### src/rtl/rc_pkg.sv
// Shared types, constants and helper functions for the radix converter.
package rc_pkg;

	// Default accumulator width
	localparam int ACC_WIDTH_DEF = 32;

	// Digit buffer geometry
	localparam int BUF_DEPTH = 32;
	localparam int BUF_AW    = $clog2(BUF_DEPTH);
	localparam int CNT_W     = BUF_AW + 1;

	// Dividend bits retired per divider cycle
	localparam int DIV_STEP = 8;

	// Job queue between front and back
	localparam int QUEUE_DEPTH = 2;

	// Base registers
	localparam int                BASE_W       = 5;
	localparam logic [BASE_W-1:0] BASE_MIN     = 5'd2;
	localparam logic [BASE_W-1:0] BASE_MAX     = 5'd16;
	localparam logic [BASE_W-1:0] SRC_BASE_RST = 5'd10;
	localparam logic [BASE_W-1:0] TGT_BASE_RST = 5'd16;

	// APB data width
	localparam int APB_DW = 32;

	// ASCII codes
	localparam logic [7:0] CH_0  = 8'h30;
	localparam logic [7:0] CH_9  = 8'h39;
	localparam logic [7:0] CH_UA = 8'h41;
	localparam logic [7:0] CH_UF = 8'h46;
	localparam logic [7:0] CH_LA = 8'h61;
	localparam logic [7:0] CH_LF = 8'h66;
	localparam logic [7:0] CH_ERR = 8'h00;
	localparam logic [3:0] TEN   = 4'd10;

	// Register indexes
	typedef enum logic {
		REG_SRC_BASE = 1'b0,
		REG_TGT_BASE = 1'b1
	} reg_idx_t;

	// Back-end sequencer states
	typedef enum logic [1:0] {
		BK_IDLE,
		BK_DIV,
		BK_RD,
		BK_OUT
	} back_state_t;

	// Decoded character
	typedef struct packed {
		logic       ok;
		logic [3:0] val;
	} char_val_t;

	// Out-of-range bases saturate to 2..16
	function automatic logic [BASE_W-1:0] clamp_base(input logic [BASE_W-1:0] b);
		logic [BASE_W-1:0] r;
		r = b;
		if (b < BASE_MIN)
			r = BASE_MIN;
		else if (b > BASE_MAX)
			r = BASE_MAX;
		return r;
	endfunction

	// Hex digit decode, upper or lower case
	function automatic char_val_t char_value(input logic [7:0] c);
		char_val_t r;
		logic [7:0] d;
		r.ok  = 1'b1;
		r.val = 4'd0;
		d     = 8'd0;
		if (c >= CH_0 && c <= CH_9) begin
			d     = c - CH_0;
			r.val = d[3:0];
		end else if (c >= CH_UA && c <= CH_UF) begin
			d     = c - CH_UA;
			r.val = d[3:0] + TEN;
		end else if (c >= CH_LA && c <= CH_LF) begin
			d     = c - CH_LA;
			r.val = d[3:0] + TEN;
		end else begin
			r.ok = 1'b0;
		end
		return r;
	endfunction

	// Digit value to uppercase ASCII
	function automatic logic [7:0] digit_ascii(input logic [3:0] d);
		logic [3:0] hi;
		logic [7:0] r;
		hi = d - TEN;
		if (d < TEN)
			r = CH_0 + {4'd0, d};
		else
			r = CH_UA + {4'd0, hi};
		return r;
	endfunction

endpackage

### src/rtl/rc_queue.sv
// Small job queue that decouples the character front end from the digit back end.
module rc_queue import rc_pkg::*; #(
	parameter int DATA_W = ACC_WIDTH_DEF + 1
) (
	input  logic              clk,
	input  logic              arst_n,
	input  logic              push,
	input  logic [DATA_W-1:0] push_data,
	input  logic              pop,
	output logic [DATA_W-1:0] pop_data,
	output logic              full,
	output logic              empty
);

	localparam int QA = $clog2(QUEUE_DEPTH);

	logic [DATA_W-1:0] mem_q [QUEUE_DEPTH];
	logic [QA-1:0]     wr_ptr_q;
	logic [QA-1:0]     rd_ptr_q;
	logic [QA:0]       count_q;
	logic              do_push;
	logic              do_pop;

	assign full     = (count_q == (QA+1)'(QUEUE_DEPTH));
	assign empty    = (count_q == '0);
	assign do_push  = push && !full;
	assign do_pop   = pop && !empty;
	assign pop_data = mem_q[rd_ptr_q];

	// Pointers and fill level
	always_ff @(posedge clk or negedge arst_n) begin
		if (!arst_n) begin
			wr_ptr_q <= '0;
			rd_ptr_q <= '0;
			count_q  <= '0;
		end else begin
			if (do_push)
				wr_ptr_q <= wr_ptr_q + QA'(1);
			if (do_pop)
				rd_ptr_q <= rd_ptr_q + QA'(1);
			if (do_push && !do_pop)
				count_q <= count_q + (QA+1)'(1);
			else if (do_pop && !do_push)
				count_q <= count_q - (QA+1)'(1);
		end
	end

	// Entry storage
	always_ff @(posedge clk) begin
		if (do_push)
			mem_q[wr_ptr_q] <= push_data;
	end

endmodule

### src/rtl/rc_front.sv
// Front end: accumulates decoded chars; one beat per cycle unless q_full.
module rc_front import rc_pkg::*; #(
	parameter int ACC_WIDTH = ACC_WIDTH_DEF
) (
	input  logic                clk,
	input  logic                arst_n,
	input  logic                in_valid,
	output logic                in_ready,
	input  logic [7:0]          char_code,
	input  logic                last_char,
	input  logic [BASE_W-1:0]   src_base,
	input  logic                q_full,
	output logic                push,
	output logic [ACC_WIDTH:0]  push_data
);

	localparam int PROD_W = ACC_WIDTH + BASE_W;

	logic [ACC_WIDTH-1:0] acc_q;
	logic                 err_q;
	logic                 accept;
	char_val_t            cv;
	logic [PROD_W-1:0]    prod;
	logic [ACC_WIDTH-1:0] acc_nx;
	logic                 err_nx;

	assign in_ready = !q_full;
	assign accept   = in_valid && in_ready;

	// value = value * base + digit, wrapping at ACC_WIDTH
	always_comb begin
		cv     = char_value(char_code);
		prod   = {{BASE_W{1'b0}}, acc_q} * {{ACC_WIDTH{1'b0}}, src_base};
		acc_nx = cv.ok ? (prod[ACC_WIDTH-1:0] + ACC_WIDTH'(cv.val)) : acc_q;
		err_nx = err_q || !cv.ok;
	end

	assign push      = accept && last_char;
	assign push_data = {err_nx, acc_nx};

	// Accumulator; cleared after the last character of a number
	always_ff @(posedge clk or negedge arst_n) begin
		if (!arst_n) begin
			acc_q <= '0;
			err_q <= 1'b0;
		end else if (accept) begin
			if (last_char) begin
				acc_q <= '0;
				err_q <= 1'b0;
			end else begin
				acc_q <= acc_nx;
				err_q <= err_nx;
			end
		end
	end

endmodule

### src/rtl/rc_back.sv
// Back end: repeated division by the target base, digit buffer, MSB-first emit.
module rc_back import rc_pkg::*; #(
	parameter int ACC_WIDTH = ACC_WIDTH_DEF
) (
	input  logic               clk,
	input  logic               arst_n,
	input  logic [BASE_W-1:0]  tgt_base,
	input  logic               q_empty,
	input  logic [ACC_WIDTH:0] q_data,
	output logic               q_pop,
	output logic               out_valid,
	input  logic               out_ready,
	output logic [7:0]         digit_code,
	output logic               last_digit,
	output logic               bad_char
);

	localparam int PAD_W  = ((ACC_WIDTH + DIV_STEP - 1) / DIV_STEP) * DIV_STEP;
	localparam int STEPS  = PAD_W / DIV_STEP;
	localparam int STEP_W = (STEPS > 1) ? $clog2(STEPS) : 1;

	back_state_t        state_q, state_d;
	logic [PAD_W-1:0]   quo_q, quo_nx;
	logic [3:0]         rem_q, rem_nx;
	logic [STEP_W-1:0]  step_q;
	logic [CNT_W-1:0]   cnt_q;
	logic [CNT_W-1:0]   cnt_m1;
	logic [BUF_AW-1:0]  rd_addr;
	logic [3:0]         buf_q [BUF_DEPTH];
	logic [3:0]         rd_q;
	logic               step_last;
	logic               buf_we;
	logic               start;
	logic               load_out;
	logic [7:0]         code_d;
	logic               last_d;
	logic               bad_d;
	logic               out_valid_q;
	logic [7:0]         code_q;
	logic               last_q;
	logic               bad_q;
	logic               out_free;
	logic [4:0]         r5;

	assign out_free  = !out_valid_q || out_ready;
	assign step_last = (step_q == STEP_W'(STEPS - 1));
	assign cnt_m1    = cnt_q - CNT_W'(1);
	assign rd_addr   = cnt_m1[BUF_AW-1:0];

	// One divider cycle: DIV_STEP restoring steps on a narrow remainder
	always_comb begin
		quo_nx = quo_q;
		rem_nx = rem_q;
		r5     = 5'd0;
		for (int k = 0; k < DIV_STEP; k++) begin
			r5     = {rem_nx, quo_nx[PAD_W-1]};
			quo_nx = {quo_nx[PAD_W-2:0], 1'b0};
			if (r5 >= tgt_base) begin
				r5        = r5 - tgt_base;
				quo_nx[0] = 1'b1;
			end
			rem_nx = r5[3:0];
		end
	end

	// Sequencer next state and outputs
	always_comb begin
		state_d  = state_q;
		q_pop    = 1'b0;
		start    = 1'b0;
		buf_we   = 1'b0;
		load_out = 1'b0;
		code_d   = digit_ascii(rd_q);
		last_d   = (cnt_q == CNT_W'(1));
		bad_d    = 1'b0;
		unique case (state_q)
			BK_IDLE: begin
				if (!q_empty) begin
					if (q_data[ACC_WIDTH]) begin
						if (out_free) begin
							q_pop    = 1'b1;
							load_out = 1'b1;
							code_d   = CH_ERR;
							last_d   = 1'b1;
							bad_d    = 1'b1;
						end
					end else begin
						q_pop   = 1'b1;
						start   = 1'b1;
						state_d = BK_DIV;
					end
				end
			end
			BK_DIV: begin
				if (step_last) begin
					buf_we = 1'b1;
					if (quo_nx == '0 || cnt_q == CNT_W'(BUF_DEPTH - 1))
						state_d = BK_RD;
				end
			end
			BK_RD: begin
				state_d = BK_OUT;
			end
			BK_OUT: begin
				if (out_free) begin
					load_out = 1'b1;
					if (cnt_q == CNT_W'(1))
						state_d = BK_IDLE;
					else
						state_d = BK_RD;
				end
			end
			default: begin
				state_d = BK_IDLE;
			end
		endcase
	end

	// Control registers
	always_ff @(posedge clk or negedge arst_n) begin
		if (!arst_n) begin
			state_q     <= BK_IDLE;
			cnt_q       <= '0;
			out_valid_q <= 1'b0;
		end else begin
			state_q <= state_d;
			if (start)
				cnt_q <= '0;
			else if (buf_we)
				cnt_q <= cnt_q + CNT_W'(1);
			else if (load_out && state_q == BK_OUT)
				cnt_q <= cnt_m1;
			if (load_out)
				out_valid_q <= 1'b1;
			else if (out_ready)
				out_valid_q <= 1'b0;
		end
	end

	// Divider datapath
	always_ff @(posedge clk) begin
		if (start) begin
			quo_q  <= PAD_W'(q_data[ACC_WIDTH-1:0]);
			rem_q  <= '0;
			step_q <= '0;
		end else if (state_q == BK_DIV) begin
			quo_q <= quo_nx;
			if (step_last) begin
				rem_q  <= '0;
				step_q <= '0;
			end else begin
				rem_q  <= rem_nx;
				step_q <= step_q + STEP_W'(1);
			end
		end
	end

	// Digit buffer, registered read
	always_ff @(posedge clk) begin
		if (buf_we)
			buf_q[cnt_q[BUF_AW-1:0]] <= rem_nx;
		if (state_q == BK_RD)
			rd_q <= buf_q[rd_addr];
	end

	// Output register payload
	always_ff @(posedge clk) begin
		if (load_out) begin
			code_q <= code_d;
			last_q <= last_d;
			bad_q  <= bad_d;
		end
	end

	assign out_valid  = out_valid_q;
	assign digit_code = code_q;
	assign last_digit = last_q;
	assign bad_char   = bad_q;

endmodule

### src/rtl/radix_converter.sv
// A character is taken each cycle while the job queue is not full. A finished number
// waits in the 2-entry job queue, so new characters can accumulate meanwhile, until the
// back end, which takes one number at a time, pops it. The divider retires 8 dividend
// bits a cycle, one division by the target base per digit; digits are then read from
// the buffer MSB first into the output register. Reset clears accumulator, queue and
// sequencer state and sets the bases to 10 and 16; the digit buffer needs no clearing.
module radix_converter import rc_pkg::*; #(
	parameter int ACC_WIDTH = ACC_WIDTH_DEF
) (
	input  logic              clk,
	input  logic              arst_n,
	input  logic              psel,
	input  logic              penable,
	input  logic              pwrite,
	input  logic [2:0]        paddr,
	input  logic [APB_DW-1:0] pwdata,
	output logic [APB_DW-1:0] prdata,
	output logic              pready,
	input  logic              in_valid,
	output logic              in_ready,
	input  logic [7:0]        char_code,
	input  logic              last_char,
	output logic              out_valid,
	input  logic              out_ready,
	output logic [7:0]        digit_code,
	output logic              last_digit,
	output logic              bad_char
);

	logic [BASE_W-1:0]  src_base_q;
	logic [BASE_W-1:0]  tgt_base_q;
	logic [BASE_W-1:0]  src_eff;
	logic [BASE_W-1:0]  tgt_eff;
	reg_idx_t           reg_idx;
	logic               wr_en;
	logic               push;
	logic [ACC_WIDTH:0] push_data;
	logic               pop;
	logic [ACC_WIDTH:0] pop_data;
	logic               q_full;
	logic               q_empty;

	// Register file access
	assign pready  = 1'b1;
	assign wr_en   = psel && penable && pwrite;
	assign reg_idx = reg_idx_t'(paddr[2]);

	always_ff @(posedge clk or negedge arst_n) begin
		if (!arst_n) begin
			src_base_q <= SRC_BASE_RST;
			tgt_base_q <= TGT_BASE_RST;
		end else if (wr_en) begin
			unique case (reg_idx)
				REG_SRC_BASE: src_base_q <= pwdata[BASE_W-1:0];
				REG_TGT_BASE: tgt_base_q <= pwdata[BASE_W-1:0];
				default: ;
			endcase
		end
	end

	always_comb begin
		unique case (reg_idx)
			REG_SRC_BASE: prdata = APB_DW'(src_base_q);
			REG_TGT_BASE: prdata = APB_DW'(tgt_base_q);
			default:      prdata = '0;
		endcase
	end

	assign src_eff = clamp_base(src_base_q);
	assign tgt_eff = clamp_base(tgt_base_q);

	rc_front #(.ACC_WIDTH(ACC_WIDTH)) u_front (
		.clk       (clk),
		.arst_n    (arst_n),
		.in_valid  (in_valid),
		.in_ready  (in_ready),
		.char_code (char_code),
		.last_char (last_char),
		.src_base  (src_eff),
		.q_full    (q_full),
		.push      (push),
		.push_data (push_data)
	);

	rc_queue #(.DATA_W(ACC_WIDTH + 1)) u_queue (
		.clk       (clk),
		.arst_n    (arst_n),
		.push      (push),
		.push_data (push_data),
		.pop       (pop),
		.pop_data  (pop_data),
		.full      (q_full),
		.empty     (q_empty)
	);

	rc_back #(.ACC_WIDTH(ACC_WIDTH)) u_back (
		.clk        (clk),
		.arst_n     (arst_n),
		.tgt_base   (tgt_eff),
		.q_empty    (q_empty),
		.q_data     (pop_data),
		.q_pop      (pop),
		.out_valid  (out_valid),
		.out_ready  (out_ready),
		.digit_code (digit_code),
		.last_digit (last_digit),
		.bad_char   (bad_char)
	);

endmodule

### config.mk
export PLATFORM = sky130hd
export DESIGN_NAME = radix_converter
export DESIGN_NICKNAME = d
export VERILOG_FILES = /design/src/rtl/rc_pkg.sv /design/src/rtl/rc_queue.sv /design/src/rtl/rc_front.sv /design/src/rtl/rc_back.sv /design/src/rtl/radix_converter.sv
export SDC_FILE = /design/constraint.sdc
export NUM_CORES = 1
export LEC_CHECK = 0
export BUFFER_PORTS_ARGS = -buffer_cell sky130_fd_sc_hd__buf_4
export CAP_MARGIN = 20
export CORE_MARGIN = 8
export CORE_UTILIZATION = 42
export CTS_CLUSTER_DIAMETER = 120
export CTS_CLUSTER_SIZE = 20
export DETAILED_ROUTE_END_ITERATION = 7
export PLACE_DENSITY_LB_ADDON = 0.1
export SYNTH_ARGS = -nofsm -noshare
export SYNTH_HDL_FRONTEND = slang
export SYNTH_SLANG_ARGS = --single-unit
### constraint.sdc
create_clock -name clk -period 21.2 [get_ports clk]
set_clock_uncertainty 0.05 [all_clocks]
set_input_delay 4.24 -clock clk [delete_from_list [all_inputs] [get_ports clk]]
set_output_delay 4.24 -clock clk [all_outputs]
set_load 0.02 [all_outputs]
==> metrics.txt <==
Clock Tree Root=clkbuf_16; initial antenna violation count=0; CTS resizes=0; setup_tns=0 ns; crit path capture type=register; gr usage total=0.157; Iter 0 DRT Violations=872; vias in the first global route=~12000; count of cell types in the netlist=75; Yosys Warn Count=0; routability cong.=0.796; Worst R2R End=u_back.buf_q[21][2]; top_reg_cell synth=edfxtp_1; r2r setup slk=between 7 and 8 ns; Worst slew margin=0.308; M1 WL=about 20 mm; Syn Inst Count=1648; met2 WL=20.7 mm; register bit total from synthesis=301; # DRC=0; worst-margin pin slew=about 1.0 ns; Max clock buf depth=3; DR pass1 iterations=5; maximum net fanout on the critical path=33; Worst Setup Start Kind=register; global-route wire length before repair=68.6 mm; Die Width=approximately 230 um; core area=about 0.045 mm^2; CTS H-tree depth=1; RSZ-0062 raised after global routing=false; critical path type=register to register; CTS tree=done; final setup fails=0; WL met3=953 um; fin crit period=about 13 ns; Worst Hold Class=register to register; Mapped Area=0.0193 mm^2; fraction of layout cells with a size suffix above 1=0.111; Hold Buf Count CTS=0; WHS Endpoint=u_front.err_q; gr ovfl total=0; Hold Crit Start=u_front.err_q; Port Buffer Count=37; Slew Limit Fails=0; hpwl dp=a little over 30 mm; Skew-Pair Late Insertion Delay=just over 0.5 ns; DR WL/cell=18.4 um; vias per std cell=5.28; synthesis-to-layout area growth=7.22%; Seq/Total Area, Yosys=0.451; CP required=21.36 ns; Clock Sinks=~300; Highest Signal Layer=met4; Max-Cap Viols=0; Reg clk slew, reported paths=0.09 ns; Critical R2R Launch=tgt_base_q[4]; Post-synth EDFFs=approximately 240; CP peak stage delay=~0.73 ns; Final #Nets=approximately 1900; Ant. Diodes=0; final period utilization=0.632; most used cell, CP=a21o_1; die area=0.0531 mm^2; TritonCTS Buffers=19; worst path arrival time=13.57 ns; Hold Crit Depth=2; drt total wl=41.9 mm; Starting Density=0.426; row count=between 70 and 80; largest net degree at the start of global routing=75; IO Pins=96; FMAX=74.6 MHz; path depth of the worst reg2reg path=52; status=finished, final reports clean; synthesized area per cell=around 12 um^2; Post-CTS Setup Inserts=0; Die H=between 200 and 250 um; fin util=0.456; fraction of registers with async set or reset after synthesis=0.186; final hold violation count=0; critical path's slowest cell=mux2_2; vias=12000; Detail Route Antenna Nets=0
[logic make-up (layout without fill, tap and decap cells)]
| kind of cell | count (synthesis) | after routing | synth area share |
|---|---|---|---|
| muxes | 122 | 122 | 0.0919 |
| other | 2 | 29 | 0.000389 |
| DFF | 301 | 301 | 0.451 |
| and+or+nand+nor | 463 | 463 | 0.113 |
| AOI/OAI and AO/OA | 282 | 282 | 0.0951 |
| buffers and inverters | 201 | 198 | 0.0449 |
| xor gates and xnor gates | 63 | 63 | 0.0286 |
| adders and majority gates | 214 | 214 | 0.175 |
[cell usage after synthesis, drive strengths merged (5+ instances only)]
cell / number / share of area
mux4: 40 / 0.047
nor2: 124 / 0.024
nand2b: 16 / 0.0052
nor4: 8 / 0.0029
o21a: 6 / 0.0023
inv: 109 / 0.021
o21ai: 58 / 0.015
nor3: 7 / 0.0018
and3: 5 / 0.0016
nand4: 7 / 0.0023
nor2b: 11 / 0.0036
o31ai: 9 / 0.0040
mux2: 37 / 0.022
and2: 67 / 0.022
dfrtp: 53 / 0.069
a221o: 5 / 0.0026
xnor2: 45 / 0.020
a22o: 16 / 0.0073
a21oi: 91 / 0.024
edfxtp: 239 / 0.37
a21o: 39 / 0.015
a211oi: 7 / 0.0030
nand3: 10 / 0.0026
a31oi: 13 / 0.0042
ha: 120 / 0.078
nand2: 173 / 0.034
clkbuf: 53 / 0.010
o211ai: 7 / 0.0027
nand3b: 8 / 0.0031
buf: 39 / 0.013
xor2: 18 / 0.0082
mux2i: 45 / 0.023
nor3b: 12 / 0.0047
fa: 94 / 0.097
dfxtp: 6 / 0.0062
[layout by cell type (no fill, tap or decap), drive strengths merged, types with 16 or more instances in the layout]
cell and instances:
mux2 37, and2 67, conb 29, buf 55
a21o 39, clkbuf 32, fa 94, inv 111
a22o 16, nand2 173, xor2 18, xnor2 45
nor2 124, mux2i 45, edfxtp 239, nand2b 16
o21ai 58, mux4 40, a21oi 91, ha 120
dfrtp 53
[state kept, by name, summed over array words and instances (netlist names), 2 cells and up]
name               count
u_back.digit_code      7
u_back.buf_q         128
u_back.cnt_q           6
u_front.acc_q         32
u_queue.mem_q         66
u_back.rd_q            4
tgt_base_q             5
src_base_q             5
u_queue.count_q        2
u_back.step_q          2
u_back.quo_q          32
u_back.state_q         2
u_back.rem_q           4
[critical path: cells and delay by family, from the launching register on]
kind | cells | cell delay (ns)
adder cells (fa/ha/maj) | 8 | 2.30
flip-flops | 1 | 0.39
multiplexers | 5 | 2.39
AO/OA/AOI/OAI | 29 | 6.70
AND/OR/NAND/NOR | 4 | 0.53
buffers and inverters | 6 | 0.74
[routing by layer]
metal	up-vias	global-route usage
li1	5816	-
met1	6017	0.215
met2	123	0.273
met3	40	0.0125
met4	0	0.0309
met5	-	0
[worst max-delay path by stage]
stage          slack, ns             endpoint  cells past startpoint     startpoint
3_3_place_gp        7.93      u_back.rem_q[2]                     54  tgt_base_q[4]
4_1_cts             7.77      u_back.rem_q[2]                     54  tgt_base_q[4]
5_1_grt             6.73      u_back.rem_q[2]                     54  tgt_base_q[4]
2_1_floorplan       8.56   u_back.buf_q[0][3]                     50  tgt_base_q[2]
6_report            7.80  u_back.buf_q[21][2]                     52  tgt_base_q[4]
3_5_place_dp        7.81      u_back.rem_q[2]                     54  tgt_base_q[4]
[cell type report]
class,count,area [um^2]
tap,600,751
clock buffer,32,524
inverter,109,409
multi-input combinational,1173,9880
timing repair buffer,55,410
fill,4240,24700
clock inverter,2,28.8
sequential,301,8710
[metrics by stage]
stage                     cells  cell area [um^2]  setup WS (ns)  hold WS, ns
after detailed placement   2237             20100           7.81        0.437
after global placement     2237             20100           7.93        0.428
after CTS                  2271             20700           7.77        0.460
after floorplan            1675             19400           8.56        0.400
final                      2272             20700           7.80        0.448
after global routing       2272             20700           6.73        0.474
Power is not shown: default switching activity piles up to over one toggle a cycle in this logic, so the estimate is an artifact.
